--- config.mk ---
export PLATFORM = sky130hd
export DESIGN_NAME = mbq_hist
export DESIGN_NICKNAME = d
export VERILOG_FILES = /design/src/rtl/core/mbq_pkg.sv /design/src/rtl/core/mbq_hist.sv
export SDC_FILE = /design/constraint.sdc
export NUM_CORES = 1
export LEC_CHECK = 0
export BUFFER_PORTS_ARGS = -buffer_cell sky130_fd_sc_hd__buf_2
export CORE_MARGIN = 3
export CORE_UTILIZATION = 50
export CTS_CLUSTER_DIAMETER = 40
export DETAILED_ROUTE_END_ITERATION = 6
export HOLD_SLACK_MARGIN = 0.05
export PLACE_DENSITY_LB_ADDON = 0.3
export SYNTH_ARGS = -nofsm -noshare
export SYNTH_HDL_FRONTEND = slang
export SYNTH_SLANG_ARGS = --single-unit
--- constraint.sdc ---
create_clock -name clk -period 2.05 [get_ports clk]
set_clock_uncertainty 0.2 [all_clocks]
set_input_delay 0.205 -clock clk [delete_from_list [all_inputs] [get_ports clk]]
set_output_delay 0.205 -clock clk [all_outputs]
set_load 0.02 [all_outputs]
--- src/rtl/core/mbq_pkg.sv ---
`default_nettype none
package mbq_pkg;

	localparam int CHANNELS       = 8;
	localparam int COEF_FRAC_BITS = 16;

	localparam int CODE_W   = 8;
	localparam int SAMPLE_W = 16;
	localparam int COEF_W   = 24;
	localparam int IDX_W    = 3;
	localparam int CFG_IDX_W = 3;
	localparam int CH_W     = (CHANNELS > 1) ? $clog2(CHANNELS) : 1;

	// Product of a coefficient and a zero-extended sample, and a sum of five of them.
	localparam int PROD_W = COEF_W + SAMPLE_W + 1;
	localparam int ACC_W  = PROD_W + 3;
	localparam int SH_W   = ACC_W - COEF_FRAC_BITS;

	typedef enum logic [CFG_IDX_W-1:0] {
		REG_A0 = 3'd0,
		REG_A1 = 3'd1,
		REG_A2 = 3'd2,
		REG_B1 = 3'd3,
		REG_B2 = 3'd4
	} reg_idx_t;

	typedef struct packed {
		logic signed [COEF_W-1:0] a0;
		logic signed [COEF_W-1:0] a1;
		logic signed [COEF_W-1:0] a2;
		logic signed [COEF_W-1:0] b1;
		logic signed [COEF_W-1:0] b2;
	} coef_set_t;

	typedef struct packed {
		logic [SAMPLE_W-1:0] x1;
		logic [SAMPLE_W-1:0] x2;
		logic [SAMPLE_W-1:0] y1;
		logic [SAMPLE_W-1:0] y2;
	} hist_t;

	typedef struct packed {
		logic                en;
		logic [CH_W-1:0]     idx;
		logic [SAMPLE_W-1:0] x;
		logic [SAMPLE_W-1:0] y;
	} hist_wr_t;

	typedef struct packed {
		logic            ok;
		logic [CH_W-1:0] idx;
	} chan_sel_t;

	// A code selects a channel only if exactly one bit is set and that channel exists.
	function automatic chan_sel_t decode_code(input logic [CODE_W-1:0] code);
		chan_sel_t        r;
		logic [IDX_W-1:0] k;
		k = '0;
		for (int i = 0; i < CODE_W; i++) begin
			if (code[i]) begin
				k = k | IDX_W'(i);
			end
		end
		r.ok  = (code != '0) && ((code & (code - 1'b1)) == '0)
			&& ({1'b0, k} < (IDX_W + 1)'(CHANNELS));
		r.idx = CH_W'(k);
		return r;
	endfunction

endpackage
`default_nettype wire

--- src/rtl/core/mbq_hist.sv ---
`default_nettype none
module mbq_hist
	import mbq_pkg::*;
(
	input  wire logic            clk,
	input  wire logic            arst_n,
	input  wire logic [CH_W-1:0] rd_idx,
	input  wire hist_wr_t        wr,
	output hist_t                rd
);

	hist_t hist_q [CHANNELS];

	assign rd = hist_q[rd_idx];

	always_ff @(posedge clk or negedge arst_n) begin
		if (!arst_n) begin
			for (int c = 0; c < CHANNELS; c++) begin
				hist_q[c] <= '0;
			end
		end else if (wr.en) begin
			hist_q[wr.idx].x2 <= hist_q[wr.idx].x1;
			hist_q[wr.idx].x1 <= wr.x;
			hist_q[wr.idx].y2 <= hist_q[wr.idx].y1;
			hist_q[wr.idx].y1 <= wr.y;
		end
	end

endmodule
`default_nettype wire

==> flow_results.xml <==
<?xml version="1.0" encoding="UTF-8"?>
<metrics>
  <group name="drt">
    <metric name="avgViaCountPerCell" unit="">6.109</metric>
    <metric name="route.final.wire_length" unit="um">65490</metric>
    <metric name="drt_first_pass_iters" unit="">5</metric>
    <metric name="drcViolationCount" unit="">0</metric>
    <metric name="detailroute.via_count" unit="">17590</metric>
    <metric name="drt-wirelength-per-cell" unit="um">22.74</metric>
    <metric name="drt.antenna.violating_nets" unit="">0</metric>
    <metric name="drt-initial-drc-count" unit="">1382</metric>
  </group>
  <group name="synth">
    <metric name="synth.avg_cell_area" unit="sq um">13.54</metric>
    <metric name="seq_area_frac_synth" unit="%">51.76</metric>
    <metric name="ys_types" unit="">21</metric>
    <metric name="post_synth_inst_count" unit="">1828</metric>
    <metric name="synth-seq-cells" unit="">512</metric>
    <metric name="synth.cell_area" unit="sq um">24750</metric>
    <metric name="synth.net_count" unit="">1869</metric>
    <metric name="yosysWarnings" unit="">0</metric>
  </group>
  <group name="cells_and_area">
    <metric name="post_route_cells_drive_above_1_share" unit="%">44.10</metric>
    <metric name="reg.largest.list" unit="">hist_q: 512 flops</metric>
    <metric name="layout_cells_excl_fill" unit="">2880</metric>
    <metric name="final_util" unit="%">65.32</metric>
    <metric name="layout-area-overhead-vs-synth" unit="%">27.57</metric>
    <metric name="number_of_flip_flops_in_the_largest_register" unit="">512</metric>
    <metric name="fin_area" unit="sq um">31580</metric>
    <metric name="registers.top_by_ff_count" unit="">hist_q</metric>
    <metric name="final_nets" unit="">2199</metric>
  </group>
  <group name="placed_design">
    <metric name="detailedPlace.worstSlack" unit="ps">-103.5</metric>
    <metric name="place.gp.congestion" unit="">0.7905</metric>
    <metric name="place.detailed.hpwl" unit="um">38740</metric>
    <metric name="dpl.cell_count" unit="">2522</metric>
    <metric name="placed_cell_area" unit="sq um">26630</metric>
    <metric name="io_buffer_count" unit="">104</metric>
  </group>
  <group name="die">
    <metric name="placementRows" unit="">80</metric>
    <metric name="design.portCount" unit="">105</metric>
    <metric name="core_area" unit="sq um">48350</metric>
    <metric name="die_width" unit="um">228.5</metric>
    <metric name="design.die.area" unit="sq um">52210</metric>
    <metric name="die_y" unit="um">228.5</metric>
    <metric name="initial_core_util" unit="%">51.20</metric>
  </group>
  <group name="grt">
    <metric name="first_pass_grt_wire_length" unit="um">104200</metric>
    <metric name="grt_usage" unit="%">25.04</metric>
    <metric name="grt_max_degree" unit="">69</metric>
    <metric name="grt_overflow_total" unit="">0</metric>
    <metric name="grt_antenna_before_repair" unit="">5</metric>
    <metric name="vias_in_the_first_global_route" unit="">18520</metric>
  </group>
  <group name="cts">
    <metric name="tritoncts" unit="">built</metric>
    <metric name="numClockSinks" unit="">512</metric>
    <metric name="clock_tree.htree_level_count" unit="">3</metric>
    <metric name="cts_made_buffers" unit="">77</metric>
    <metric name="clock_latency" unit="ps">610</metric>
    <metric name="cts_max_path_buffers" unit="">3</metric>
    <metric name="cts.reportedPaths.clkPinSlew" unit="ps">60</metric>
    <metric name="cts_root_buffer" unit="">sky130_fd_sc_hd__clkbuf_16</metric>
  </group>
  <group name="timing">
    <metric name="setup-violations-final" unit="">64</metric>
    <metric name="rsz0062_at_grt" unit="">yes</metric>
    <metric name="maxClockFrequency" unit="MHz">429.9</metric>
    <metric name="layout_min_cycle_time" unit="ps">2326</metric>
    <metric name="post-route-period-util" unit="%">113.5</metric>
    <metric name="fin_hold_ws" unit="ps">284.1</metric>
    <metric name="final-max-slew-violation-count" unit="">0</metric>
    <metric name="final.setup.tns" unit="ps">-14890</metric>
    <metric name="postLayoutSetupSlackWorst" unit="ps">-276.0</metric>
    <metric name="finalHoldViolCount" unit="">0</metric>
    <metric name="slew_headroom" unit="%">68.58</metric>
    <metric name="worst_slew_pin_slew" unit="ps">471.3</metric>
  </group>
  <group name="pwr">
    <metric name="ir_worst_vdd" unit="V">0.0007002</metric>
    <metric name="cellPowerDensity" unit="nW/um^2">1164</metric>
    <metric name="power.total" unit="mW">36.76</metric>
    <metric name="total_leakage_power" unit="nW">13.49</metric>
  </group>
  <group name="critical_path">
    <metric name="critPathLaunchType" unit="">register</metric>
    <metric name="timing.critical_path.required" unit="ps">1640</metric>
    <metric name="timing.critical_path.cells" unit="">mux4_2, mux2_4, buf_6</metric>
    <metric name="critPathMaxFanout" unit="">2</metric>
    <metric name="slowest_delay" unit="ps">460</metric>
    <metric name="crit_type" unit="">reg -&gt; out</metric>
    <metric name="data_arrival_time_of_the_worst_path" unit="ps">1920</metric>
    <metric name="timing.critical_path.to_type" unit="">primary output</metric>
    <metric name="crit_path_top_delay_cell" unit="">sky130_fd_sc_hd__mux4_2</metric>
  </group>
  <group name="min_path">
    <metric name="min_path_type" unit="">in -&gt; reg</metric>
  </group>
  <group name="status">
    <metric name="result_of_the_run" unit="">complete, but fails checks</metric>
    <metric name="violations_in_the_final_reports" unit="">setup timing</metric>
  </group>
  <group name="job">
    <metric name="max_cap_violations" unit="">0</metric>
  </group>
</metrics>
## synthesized netlist by cell type (all sizes together)
cell / number / share of area [%]
and4b: 3 / 0.12
o22a: 64 / 2.4
and4: 1 / 0.035
mux2: 320 / 15
nor2: 256 / 3.9
buf: 125 / 3.2
nand2b: 2 / 0.051
a31oi: 256 / 6.5
or2: 1 / 0.025
clkbuf: 27 / 0.41
dfrtp: 512 / 52
nand2: 1 / 0.015
nor4b: 1 / 0.096
and4bb: 3 / 0.15
mux4: 128 / 12
mux2i: 128 / 5.2
## placed cells by master (no fill, tap or decap), types with 4 or more instances in the layout
cell type | Yosys | layout
sky130_fd_sc_hd__clkinv_4 | 0 | 13
sky130_fd_sc_hd__buf_2 | 70 | 35
sky130_fd_sc_hd__diode_2 | 0 | 4
sky130_fd_sc_hd__inv_6 | 0 | 6
sky130_fd_sc_hd__clkbuf_8 | 0 | 4
sky130_fd_sc_hd__buf_6 | 22 | 66
sky130_fd_sc_hd__dfrtp_1 | 512 | 512
sky130_fd_sc_hd__a31oi_1 | 256 | 256
sky130_fd_sc_hd__mux2i_1 | 128 | 128
sky130_fd_sc_hd__buf_12 | 0 | 59
sky130_fd_sc_hd__bufinv_16 | 0 | 7
sky130_fd_sc_hd__clkbuf_16 | 0 | 79
sky130_fd_sc_hd__o22a_2 | 24 | 24
sky130_fd_sc_hd__nor2_1 | 256 | 256
sky130_fd_sc_hd__buf_4 | 17 | 201
sky130_fd_sc_hd__o22a_1 | 40 | 40
sky130_fd_sc_hd__clkinv_2 | 0 | 13
sky130_fd_sc_hd__clkbuf_1 | 27 | 9
sky130_fd_sc_hd__clkinvlp_4 | 0 | 8
sky130_fd_sc_hd__mux2_2 | 320 | 260
sky130_fd_sc_hd__mux2_4 | 0 | 60
sky130_fd_sc_hd__dlygate4sd3_1 | 0 | 40
sky130_fd_sc_hd__mux4_2 | 128 | 128
## logic make-up (layout without fill, tap and decap cells)
kind of cell    count (synthesis)  in the layout  synth area share [%]
buf+inv                       152            544                 3.629
simple gates                  268            268                 4.377
compound gates                320            320                 8.856
other cells                     0              4                     0
mux                           576            576                 31.38
flops                         512            512                 51.76
## worst paths after layout
path / startpoint / to / slack [ps] / cells past startpoint
setup / recovery: hist_q[367]$_DFFE_PN0P_ / rd[47] / -280 / 3
hold / removal: wr[13] / hist_q[349]$_DFFE_PN0P_ / 280 / 3
setup reg to reg: hist_q[276]$_DFFE_PN0P_ / hist_q[260]$_DFFE_PN0P_ / 370 / 5
hold reg to reg: hist_q[369]$_DFFE_PN0P_ / hist_q[369]$_DFFE_PN0P_ / 330 / 1
max in group asynchronous: arst_n / hist_q[122]$_DFFE_PN0P_ / 590 / 4
min in group asynchronous: arst_n / hist_q[281]$_DFFE_PN0P_ / 570 / 4
## layer usage
layer | up-vias | GRT usage [%] | routed length [um] | share of wire [%]
met4 | 2 | 9.175 | 1806 | 2.8
met3 | 119 | 4.050 | 3471 | 5.3
li1 | 7666 | - | - | -
met2 | 566 | 42.25 | 32710 | 50
met5 | - | 0 | 13 | 0.020
met1 | 9240 | 32.95 | 27490 | 42
## where the power goes
| group | total, mW | switching [mW] | internal, mW |
|---|---|---|---|
| clock network | 13.0 | 4.88 | 8.15 |
| registers | 14.0 | 1.45 | 12.6 |
| logic | 9.70 | 4.11 | 5.60 |
| total | 36.8 | 10.4 | 26.3 |
## what timing repair did
| action | CTS | global route |
|---|---|---|
| endpoints found under the setup margin | 64 | 64 |
| hold buffers | 41 | 0 |
| endpoints found under the hold margin | 777 | 0 |
| resized for setup | 183 | 5 |
| setup buffers | 105 | 67 |
## worst max-delay path, delay by kind of cell, from the launching register on
kind,cells,cell delay (ps)
buf+inv,1,140
flops,1,390
mux,2,770
## area by class of cell
| cell class | count | area (sq um) |
|---|---|---|
| Fill cell | 3355 | 16770 |
| Sequential cell | 512 | 12810 |
| Multi-Input combinational cell | 1164 | 11300 |
| Timing Repair Buffer | 403 | 4038 |
| Clock buffer | 91 | 2052 |
| Tap cell | 656 | 820.8 |
| Clock inverter | 50 | 545.5 |
| Antenna cell | 4 | 10.01 |
Power figures use the tool's default switching activity.
